$ cat config.mk
export PLATFORM = sky130hd
export DESIGN_NAME = bba_ctrl
export DESIGN_NICKNAME = d
export VERILOG_FILES = /design/src/sv/bba_pkg.sv /design/src/sv/bba_ctrl.sv
export SDC_FILE = /design/constraint.sdc
export NUM_CORES = 1
export LEC_CHECK = 0
export ABC_CLOCK_PERIOD_IN_PS = 1150
export BUFFER_PORTS_ARGS = -buffer_cell sky130_fd_sc_hd__buf_2
export CAP_MARGIN = 15
export CORE_AREA = 2 2 39 41
export DETAILED_ROUTE_END_ITERATION = 10
export DIE_AREA = 0 0 41 43
export PLACE_DENSITY = 0.42
export SLEW_MARGIN = 20
export SYNTH_ARGS = -nofsm -noshare
export SYNTH_HDL_FRONTEND = slang
export SYNTH_SLANG_ARGS = --single-unit
$ cat constraint.sdc
create_clock -name i_clk -period 1.15 [get_ports i_clk]
set_clock_uncertainty 0.15 [all_clocks]
set_input_delay 0.115 -clock i_clk [delete_from_list [all_inputs] [get_ports i_clk]]
set_output_delay 0.115 -clock i_clk [all_outputs]
set_load 0.01 [all_outputs]
$ cat src/sv/bba_pkg.sv
`timescale 1ns / 1ps

package bba_pkg;

    // Request codes carried in req_type.
    localparam logic [2:0] REQ_ALLOC   = 3'd0;
    localparam logic [2:0] REQ_CLAIM   = 3'd1;
    localparam logic [2:0] REQ_RELEASE = 3'd2;
    localparam logic [2:0] REQ_WRITE   = 3'd3;
    localparam logic [2:0] REQ_READ    = 3'd4;

    // Result status codes.
    localparam logic [1:0] ST_OK    = 2'd0;
    localparam logic [1:0] ST_FULL  = 2'd1;
    localparam logic [1:0] ST_BADID = 2'd2;
    localparam logic [1:0] ST_USED  = 2'd3;

    // The bitmap is kept as words of this many bits.
    localparam int MAP_WORD_W   = 32;
    localparam int MAP_BIT_IDXW = 5;

    typedef struct packed {
        logic [2:0] req_type;
        logic [9:0] target_blk;
        logic [7:0] byte_offset;
        logic [7:0] write_byte;
    } t_req;

    typedef struct packed {
        logic [1:0] status;
        logic [7:0] granted_id;
        logic [7:0] read_byte;
        logic [8:0] used_count;
        logic [8:0] free_count;
    } t_rsp;

    // Commands from the controller to the datapath.
    typedef struct packed {
        logic load;
        logic check;
        logic access;
        logic modify;
    } t_cmd;

    // Status from the datapath to the controller, valid in the check step.
    typedef struct packed {
        logic stop;
        logic skip_modify;
    } t_sts;

endpackage

$ cat src/sv/bba_ctrl.sv
`timescale 1ns / 1ps

module bba_ctrl (
    input  logic          i_clk,
    input  logic          i_rst_n,
    input  logic          start,
    input  bba_pkg::t_sts i_sts,
    output logic          busy,
    output logic          o_done,
    output bba_pkg::t_cmd o_cmd
);
    import bba_pkg::*;

    localparam logic [2:0] S_IDLE   = 3'd0;
    localparam logic [2:0] S_CHECK  = 3'd1;
    localparam logic [2:0] S_ACCESS = 3'd2;
    localparam logic [2:0] S_MODIFY = 3'd3;
    localparam logic [2:0] S_RESP   = 3'd4;

    logic [2:0] r_state;
    logic [2:0] n_state;
    logic       accept;

    // A new request may be taken while the previous result is on the ports.
    assign busy   = (r_state != S_IDLE) && (r_state != S_RESP);
    assign accept = start && !busy;
    assign o_done = (r_state == S_RESP);

    always_comb begin
        o_cmd.load   = accept;
        o_cmd.check  = (r_state == S_CHECK);
        o_cmd.access = (r_state == S_ACCESS);
        o_cmd.modify = (r_state == S_MODIFY);
    end

    always_comb begin
        n_state = r_state;
        unique case (r_state)
            S_IDLE, S_RESP: begin
                n_state = accept ? S_CHECK : S_IDLE;
            end
            S_CHECK: begin
                n_state = i_sts.stop ? S_RESP : S_ACCESS;
            end
            S_ACCESS: begin
                n_state = i_sts.skip_modify ? S_RESP : S_MODIFY;
            end
            S_MODIFY: begin
                n_state = S_RESP;
            end
            default: begin
                n_state = S_IDLE;
            end
        endcase
    end

    always_ff @(posedge i_clk) begin
        if (!i_rst_n) begin
            r_state <= S_IDLE;
        end else begin
            r_state <= n_state;
        end
    end

endmodule

* Word-level counts from Yosys, hierarchy flattened *
Cells that the tools add are included.

word-level totals
  bits in registers = 3
  input bits = 5
  output and inout port bits = 6
  logic and storage cells = 16

operators by class
  eq/ne operators = 5
  mux-type cells = 4
  reductions and logical operators = 6

operators with widths
  operator              number
  $pmux W3 S4           1
  $eq A3 B2 Y1 const B  2
  $mux W3               2
  $eq A3 B1 Y1 const B  1
  $eq A3 B3 Y1 const B  1
  $logic_not A3 Y1      1
  $ne A3 B3 Y1 const B  1
  $reduce_bool A3 Y1    1
  $logic_and A1 B1 Y1   2
  $reduce_or A2 Y1      1
  $logic_not A1 Y1      1
  $mux W1               1

* Logic depth before layout (Yosys ltp) *
Gate-level depths: netlist of run 1.

  word-level depth = 6
  depth in mapped cells = 3
  gate-level depth less buffers = 2

* Worst setup path after synthesis of run 1 *
OpenSTA, ideal clock, no wires.

  kind = flip-flop to output port
  from = reg r_state[0]
  to = out o_cmd[3] (netlist name)
  arrival = 0.871 ns
  path slack = 0.014 ns
  stages on the path, launching flop included = 4
  path through = dfxtp_1 or2_2 nor2_1 buf_4

between the ends
  cells in the longest elaborated chain, start to end = 4

RTL lines
  what                                                RTL line        text
  from (decl)                                         bba_ctrl.sv:20  logic [2:0] r_state;
  from (signal assigned)                              bba_ctrl.sv:61  r_state <= n_state;
  $ne A3 B3 Y1 or $reduce_bool A3 Y1 (tied branches)  bba_ctrl.sv:25  assign busy = (r_state != S_IDLE) && (r_state != S_RESP);
  $logic_and A1 B1 Y1 *                               bba_ctrl.sv:25
  named net busy                                      bba_ctrl.sv:8   output logic busy,
  $logic_not A1 Y1 *                                  bba_ctrl.sv:26  assign accept = start && !busy;
  $logic_and A1 B1 Y1 *                               bba_ctrl.sv:26
  to (decl)                                           bba_ctrl.sv:10  output bba_pkg::t_cmd o_cmd

The timed path passes the listed nets; every way through them passes the cells marked *.

==> impl_metrics.env, run 1 <==
export IMPL_p_leak_nw=0.167
export IMPL_period_needed_ns=1.30
export IMPL_track_usage_pct=7.12
export IMPL_seq_power_share_pct=30.5
export IMPL_crit_path_cell_trace="or2_4 > nor2_1 > buf_2"
export IMPL_drive_gt1_share_pct=63.4
export IMPL_final_period_utilization_pct=113
export IMPL_area_growth_pct=86.6
export IMPL_clkPwrFrac_pct=50.1
export IMPL_drtIter0Drc=1
export IMPL_wl_per_cell_um=8.84
export IMPL_numPortBuffers=10
export IMPL_cts_made_buffers=3
export IMPL_pwr_share_comb_pct=19.4
export IMPL_yosysSeqAreaShare_pct=32.2
export IMPL_rsz0062_at_grt="true"
export IMPL_cts_buffer_depth=2
export IMPL_grt_pass1_wl_um=745
export IMPL_die_w_um=41
export IMPL_coreArea_mm2=0.00138
export IMPL_stdcell_area_um2=348
export IMPL_tightest_slew_ns=0.131
export IMPL_hold_violations=0
export IMPL_antenna_found_initial=0
export IMPL_critPathLaunchType="register"
export IMPL_slowest_delay_ns=0.34
export IMPL_finalPower_uw=373
export IMPL_violations="negative setup slack"
export IMPL_clk_pin_slew_worst_paths_ns=0.04
export IMPL_crit_type="register to primary output"
export IMPL_grt_start_max_net_pins=7
export IMPL_p_per_area_mw_per_mm2=1070
export IMPL_grt_overflow=0
export IMPL_die_h_um=43
export IMPL_largest_reg_flops=3
export IMPL_timing_hold_ws_ns=0.0233
export IMPL_root_buffer="clkbuf_4"
export IMPL_worstSetupEndpointType="primary output"
export IMPL_hp_class="input pin to register"
export IMPL_nets=47
export IMPL_synth_area_leaders="dfxtp_1, or3b_1, nand2b_1"
export IMPL_tritoncts="done"
export IMPL_synth_top_area_share_pct=32.2
export IMPL_fmax_mhz=772
export IMPL_num_rows=14
export IMPL_viasPerCell=3.74
export IMPL_antenna_left=0
export IMPL_maxSlewViolCount=0
export IMPL_slew_headroom_pct=91.2
export IMPL_p_switching_uw=94.4
export IMPL_clock_latency_ns=0.23
export IMPL_via_count=213
export IMPL_htree_levels=1
export IMPL_ir_worst_vdd_v=0.000291
export IMPL_top_register="r_state"
export IMPL_regToRegSetupSlack_ns=-0.04
export IMPL_crit_path_top_delay_cell="dfxtp_4"
export IMPL_grt_pass1_vias=182
export IMPL_io_pins=11
export IMPL_switching_share_pct=25.3
export IMPL_worst_path_max_fanout=5
export IMPL_drt_pass1_iterations=2
export IMPL_post_dp_cell_area_um2=249
export IMPL_drc=0
export IMPL_clock_sinks=3
export IMPL_reg_largest_list="r_state x3"
export IMPL_synthCells=23
export IMPL_synth_cell_type_count=13
export IMPL_post_route_util_pct=25.1
export IMPL_worst_slack_ns=-0.145
export IMPL_die_area_mm2=0.00176
export IMPL_critPathArrivalTime_ns=1.03
export IMPL_start_util_pct=13.5
export IMPL_postRouteWirelength_um=504
export IMPL_outcome="finished with violations"
export IMPL_netlist_area_um2=186
export IMPL_crit_required_ns=0.88
export IMPL_synth_seq_cells=3
export IMPL_diodes=0
export IMPL_gp_congestion=0.709
export IMPL_drv_cap=0
export IMPL_yosysWarnings=0
export IMPL_internal_power_uw=279
export IMPL_syn_avg_cell_area_um2=8.11
export IMPL_fin_tns_setup_ns=-0.593
export IMPL_syn_nets=28
export IMPL_finalSetupViolations=8
export IMPL_yosysTopAreaCell="dfxtp_1"
-- cell families (layout without fill, tap and decap cells) --
family          count (synthesis)  after routing  synth area share, %
compound gates                  4              4                 14.8
buf+inv                         3             21                 8.06
flops                           3              3                 32.2
simple gates                   13             13                 45.0
-- cell usage after synthesis --
master,instances
dfxtp_1,3
nand2b_1,3
or3b_1,3
a21oi_2,2
inv_1,2
nor2_1,2
nor3b_1,2
a21oi_1,1
and3_1,1
buf_4,1
nand2_1,1
o21ai_0,1
or2_2,1
-- per-stage QoR --
| step | setup WS (ns) | cells |
|---|---|---|
| 2_1_floorplan | 0.0138 | 23 |
| 3_3_place_gp | -0.0174 | 48 |
| 6_report | -0.145 | 57 |
| 3_5_place_dp | -0.0131 | 48 |
| 4_1_cts | -0.158 | 56 |
| 5_1_grt | -0.213 | 57 |
-- critical path, delay by kind of cell (launching register included) --
kind                   cells  cell delay, ns
flip-flops                 1            0.34
buffers and inverters      1            0.13
AND/OR/NAND/NOR            2            0.33
-- final timing paths --
path,start,end,cells past startpoint
hold reg to reg,r_state[2],r_state[0],2
hold / removal,i_sts[1],r_state[1],3
setup / recovery,r_state[0],o_cmd[3],3
setup reg to reg,r_state[1],r_state[1],3
-- layer usage --
| layer | track usage, % | share of wire (%) | up-vias |
|---|---|---|---|
| met1 | 8.33 | 42 | 90 |
| li1 | - | - | 111 |
| met4 | 6.00 | 0 | 0 |
| met3 | 4.71 | 10 | 0 |
| met5 | 0 | 0 | - |
| met2 | 8.44 | 48 | 12 |
-- layout make-up --
cell class,instances,area (um^2)
Clock buffer,4,26.3
Fill cell,169,1040
Inverter,2,7.51
Multi-Input combinational cell,17,126
Sequential cell,3,71.3
Tap cell,16,20.0
Timing Repair Buffer,15,96.3
-- power by group through the flow --
stage | combinational, mW | sequential, mW | clock [mW]
finish | 0.0724 | 0.114 | 0.187
global route | 0.0804 | 0.115 | 0.211
CTS | 0.0701 | 0.113 | 0.194
detailed placement | 0.0505 | 0.119 | 0
global placement | 0.0511 | 0.119 | 0
floorplan | 0.0341 | 0.117 | 0
-- what timing repair did --
action	4_1_cts	5_1_grt
hold buffers	1	1
setup endpoints to repair	8	8
endpoints found under the hold margin	1	1
gates resized for setup	12	0
pin swaps	5	2
setup buffers	3	0
-- placed cells by master, fill, tap and decap left out --
cell type | netlist | layout
and3_1 | 1 | 1
buf_4 | 1 | 2
clkbuf_1 | 0 | 1
inv_1 | 2 | 1
nor3b_2 | 0 | 2
inv_2 | 0 | 1
buf_6 | 0 | 1
dfxtp_4 | 0 | 3
or3b_1 | 3 | 2
nand2_1 | 1 | 1
o21ai_0 | 1 | 1
a21oi_1 | 1 | 1
buf_2 | 0 | 10
dlygate4sd3_1 | 0 | 2
or3b_4 | 0 | 1
nor2_1 | 2 | 2
clkbuf_4 | 0 | 3
nand2b_1 | 3 | 3
or2_4 | 0 | 1
a21oi_2 | 2 | 2
Note: power is estimated with default switching activity, not from simulation.
==> run 2, diff against run 1 <==
==> constraint.sdc (replaced) <==
create_clock -name i_clk -period 1.15 [get_ports i_clk]
set_clock_uncertainty 0.15 [all_clocks]
set_input_delay 0.23 -clock i_clk [delete_from_list [all_inputs] [get_ports i_clk]]
set_output_delay 0.23 -clock i_clk [all_outputs]
set_load 0.01 [all_outputs]
==> run 2 against run 1 <==
The flow still finishes with violations (negative setup slack). Count of clock-buffer cells in the layout unchanged. Routed wire length increased by 6.0%. Critical path depth rose by 2. Clock power shrank 4%. Setup slack lost 0.11 ns. Critical path type is now register to register.
==> impl_metrics.env, run 2 (same netlist as run 1, synthesis figures left out) <==
export IMPL_dp_slack_ns=-0.0325
export IMPL_clock_sinks=3
export IMPL_period_needed_ns=1.41
export IMPL_die_area_mm2=0.00176
export IMPL_grt_overflow=0
export IMPL_antenna_left=0
export IMPL_worst_slack_ns=-0.257
export IMPL_tightest_slew_ns=0.188
export IMPL_track_usage_pct=7.72
export IMPL_top_layer="met3"
export IMPL_wl_met2_um=221
export IMPL_nFillCells=156
export IMPL_drc=0
export IMPL_top_register="r_state"
export IMPL_antenna_found_initial=0
export IMPL_via_count=218
export IMPL_num_rows=14
export IMPL_grt_start_max_net_pins=9
export IMPL_cts_made_buffers=3
export IMPL_area_growth_pct=85.2
export IMPL_layout_commonest_cell="buf_2"
export IMPL_wl_met1_um=240
export IMPL_tritoncts="done"
export IMPL_postRouteWirelength_um=534
export IMPL_clk_pin_slew_worst_paths_ns=0.04
export IMPL_grt_pass1_vias=201
export IMPL_coreArea_mm2=0.00138
export IMPL_fmax_mhz=711
export IMPL_maxSlewViolCount=0
export IMPL_crit_required_ns=1.16
export IMPL_crit_type="register to register"
export IMPL_root_buffer="clkbuf_4"
export IMPL_finalSetupViolations=8
export IMPL_nets=46
export IMPL_die_h_um=43
export IMPL_crit_path_frequent_cell="buf_4"
export IMPL_drive_gt1_share_pct=75.0
export IMPL_cts_buffer_depth=2
export IMPL_hold_violations=0
export IMPL_drt_pass1_iterations=2
export IMPL_final_cell_mix="buf_2, or3b_4, nand2b_1, clkbuf_4, dfxtp_4"
export IMPL_worstSetupEndpointType="register"
export IMPL_crit_path_cell_trace="buf_4 > buf_6 > buf_4 > or3b_4 > a21oi_2"
export IMPL_start_util_pct=13.5
export IMPL_htree_levels=1
export IMPL_viasPerCell=3.89
export IMPL_wl_per_cell_um=9.54
export IMPL_reg_largest_list="r_state x3"
export IMPL_drtIter0Drc=1
export IMPL_drv_cap=0
export IMPL_critPathLaunchType="register"
export IMPL_worst_path_max_fanout=4
export IMPL_hp_class="input pin to register"
export IMPL_gp_congestion=0.628
export IMPL_largest_reg_flops=3
export IMPL_numPortBuffers=10
export IMPL_slew_headroom_pct=87.5
export IMPL_die_w_um=41
export IMPL_clock_latency_ns=0.23
export IMPL_wl_met3_um=72
export IMPL_io_pins=11
export IMPL_outcome="finished with violations"
export IMPL_violations="negative setup slack"
export IMPL_rsz0062_at_grt="true"
export IMPL_ctsHoldBuffers=0
export IMPL_diodes=0
export IMPL_p_leak_nw=0.166
export IMPL_p_per_area_mw_per_mm2=1080
export IMPL_post_route_util_pct=25.0
export IMPL_slowest_delay_ns=0.36
export IMPL_ir_worst_vdd_v=0.000477
export IMPL_grt_pass1_wl_um=848
export IMPL_crit_path_top_delay_cell="or3b_4"
export IMPL_final_period_utilization_pct=122
export IMPL_critPathArrivalTime_ns=1.41
## run 2: power breakdown
part	internal (mW)	leakage (nW)	total, mW	switching [mW]
clock network	0.130	0.0150	0.180	0.0505
logic	0.0447	0.124	0.0787	0.0339
registers	0.107	0.0267	0.113	0.00646
## run 2: layout make-up
type	count	area (um^2)	share of cell area [%]
Clock buffer	4	26.3	7.61
Inverter	2	7.51	2.17
Multi-Input combinational cell	17	133	38.4
Sequential cell	3	71.3	20.7
Tap cell	16	20.0	5.80
Timing Repair Buffer	14	87.6	25.4
## run 2: final timing paths
kind              startpoint    endpoint  slack [ns]  cells past startpoint
setup / recovery  r_state[0]  r_state[1]       -0.26                      5
hold / removal       i_rst_n  r_state[0]        0.11                      3
setup reg to reg  r_state[0]  r_state[1]       -0.26                      5
hold reg to reg   r_state[2]  r_state[0]        0.41                      2
## run 2: repair_timing
action | 4_1_cts | 5_1_grt
buffers inserted | 1 | 3
endpoints found under the setup margin | 6 | 8
pin swaps | 3 | 4
resized for setup | 4 | 11
## run 2: critical path, delay by kind of cell (launching register included)
family	cells	cell delay [ns]
compound gates	1	0.12
buf+inv	3	0.36
flops	1	0.34
simple gates	1	0.36
## run 2: per-layer routing
metal | track usage [%] | up-vias
li1 | - | 111
met1 | 10.2 | 96
met2 | 8.44 | 11
met3 | 6.28 | 0
met4 | 4.00 | 0
met5 | 0 | -
## run 2: per-stage QoR
stage | cell area [um^2] | power, mW | setup TNS (ns) | instances | hold WS [ns]
floorplan | 190 | 0.153 | -0.0231 | 23 | 0.223
global placement | 253 | 0.173 | -0.0794 | 48 | 0.355
detailed placement | 253 | 0.173 | -0.0638 | 48 | 0.354
CTS | 292 | 0.365 | -1.33 | 53 | 0.101
global route | 345 | 0.406 | -1.94 | 56 | 0.111
finish | 345 | 0.372 | -1.49 | 56 | 0.105
==> run 3, diff against run 2 <==
--- a/config.mk
+++ b/config.mk
@@ -12,6 +12,7 @@
 export DETAILED_ROUTE_END_ITERATION = 10
 export DIE_AREA = 0 0 41 43
 export PLACE_DENSITY = 0.42
+export REMOVE_ABC_BUFFERS = 1
 export SLEW_MARGIN = 20
 export SYNTH_ARGS = -nofsm -noshare
 export SYNTH_HDL_FRONTEND = slang
==> constraint.sdc (replaced) <==
create_clock -name i_clk -period 1.15 [get_ports i_clk]
set_clock_uncertainty 0.15 [all_clocks]
set_input_delay 0.0575 -clock i_clk [delete_from_list [all_inputs] [get_ports i_clk]]
set_output_delay 0.0575 -clock i_clk [all_outputs]
set_load 0.01 [all_outputs]
==> run 3 against run 2 <==
The run still ends with negative setup slack left. Combinational power decreased by 9.7%. Routed wire length decreased by 12%. Die area unchanged. Total power increased by 0.80%. Cell count increased by 3.6%. Core utilization increased by 0.18 points. Sequential power about the same.
==> impl_metrics.env, run 3 (same netlist as run 1, synthesis figures left out) <==
export IMPL_drt_pass1_iterations=2
export IMPL_track_usage_pct=7.72
export IMPL_worst_slack_ns=-0.0950
export IMPL_reg_largest_list="r_state x3"
export IMPL_hp_class="input pin to register"
export IMPL_via_count=217
export IMPL_die_w_um=41
export IMPL_tightest_slew_ns=0.129
export IMPL_nFillCells=169
export IMPL_grt_pass1_vias=241
export IMPL_wl_met3_um=42
export IMPL_nets=48
export IMPL_cts_made_buffers=3
export IMPL_top_register="r_state"
export IMPL_crit_type="register to primary output"
export IMPL_hold_violations=0
export IMPL_antenna_left=0
export IMPL_top_layer="met3"
export IMPL_fmax_mhz=803
export IMPL_clock_latency_ns=0.24
export IMPL_slew_headroom_pct=91.3
export IMPL_rsz0062_at_grt="true"
export IMPL_htree_levels=1
export IMPL_numPortBuffers=10
export IMPL_dpl_cell_count=49
export IMPL_grt_overflow=0
export IMPL_dp_hpwl_um=342
export IMPL_final_cell_mix="buf_2, nand2b_1, clkbuf_4, dlygate4sd3_1"
export IMPL_antenna_found_initial=0
export IMPL_wl_per_cell_um=8.14
export IMPL_ir_worst_vdd_v=0.000293
export IMPL_root_buffer="clkbuf_4"
export IMPL_dp_slack_ns=0.0142
export IMPL_area_growth_pct=86.6
export IMPL_stdcell_area_um2=348
export IMPL_start_util_pct=13.5
export IMPL_outcome="finished with violations"
export IMPL_p_per_area_mw_per_mm2=1080
export IMPL_worstSetupEndpointType="primary output"
export IMPL_diodes=0
export IMPL_crit_required_ns=0.94
export IMPL_io_pins=11
export IMPL_grt_start_max_net_pins=9
export IMPL_drv_cap=0
export IMPL_die_h_um=43
export IMPL_coreArea_mm2=0.00138
export IMPL_clk_pin_slew_worst_paths_ns=0.04
export IMPL_die_area_mm2=0.00176
export IMPL_final_cell_count_no_fill=58
export IMPL_critPathLaunchType="register"
export IMPL_period_needed_ns=1.25
export IMPL_finalSetupViolations=7
export IMPL_wl_met1_um=211
export IMPL_drive_gt1_share_pct=57.1
export IMPL_drc=0
export IMPL_tritoncts="done"
export IMPL_gp_congestion=0.679
export IMPL_maxSlewViolCount=0
export IMPL_wl_met2_um=218
export IMPL_largest_reg_flops=3
export IMPL_clock_sinks=3
export IMPL_postRouteWirelength_um=472
export IMPL_viasPerCell=3.74
export IMPL_critPathArrivalTime_ns=1.04
export IMPL_grt_pass1_wl_um=855
export IMPL_p_leak_nw=0.166
export IMPL_worst_path_max_fanout=5
export IMPL_cts_buffer_depth=2
export IMPL_final_period_utilization_pct=108
export IMPL_drtIter0Drc=1
export IMPL_violations="negative setup slack"
export IMPL_layout_commonest_cell="buf_2"
export IMPL_post_dp_cell_area_um2=256
export IMPL_num_rows=14
-- run 3: final timing paths --
kind	from	to	slack, ns	cells past startpoint
hold / removal	i_sts[0]	r_state[1]	0.04	4
setup reg to reg	r_state[0]	r_state[1]	-0.05	3
setup / recovery	r_state[0]	o_done	-0.1	3
hold reg to reg	r_state[1]	r_state[2]	0.37	2
-- run 3: final cells by class --
type	count	area, um^2	area share [%]
repair buffers	16	104	29.9
flip-flops and latches	3	68.8	19.8
multi-input cells	17	121	34.9
inverters	2	7.51	2.16
well taps	16	20.0	5.76
clock buffers	4	26.3	7.55
-- run 3: report_power, final --
part	total [mW]	internal [mW]	leakage [nW]	switching, mW
sequential	0.115	0.108	0.0264	0.00671
clock	0.189	0.130	0.0150	0.0588
combinational	0.0711	0.0420	0.124	0.0290
total	0.375	0.281	0.166	0.0945
-- run 3: metrics by stage --
stage	util [%]	hold WS, ns	power [mW]	TNS (ns)
2_1_floorplan	-	0.0501	0.147	0
4_1_cts	25.3	0.375	0.388	-0.588
6_report	25.1	0.0419	0.375	-0.435
5_1_grt	25.1	0.0534	0.405	-0.826
3_5_place_dp	18.5	0.178	0.172	0
3_3_place_gp	18.5	0.176	0.172	0
-- run 3: what timing repair did --
action,4_1_cts,5_1_grt
resized for setup,8,2
setup endpoints to repair,6,8
buffers inserted,1,0
pin swaps,2,1
hold buffers,4,0
endpoints found under the hold margin,3,0
-- run 3: routing by layer --
metal	track usage, %	vias up
met1	8.33	94
met5	0	-
met3	4.71	0
met4	6.00	0
met2	10.3	9
li1	-	114
-- run 3: worst max-delay path, cell delays in order, from the launching register on --
cell     delay (ns)
dfxtp_4        0.35
or2_4          0.25
nor2_1         0.08
buf_2          0.13
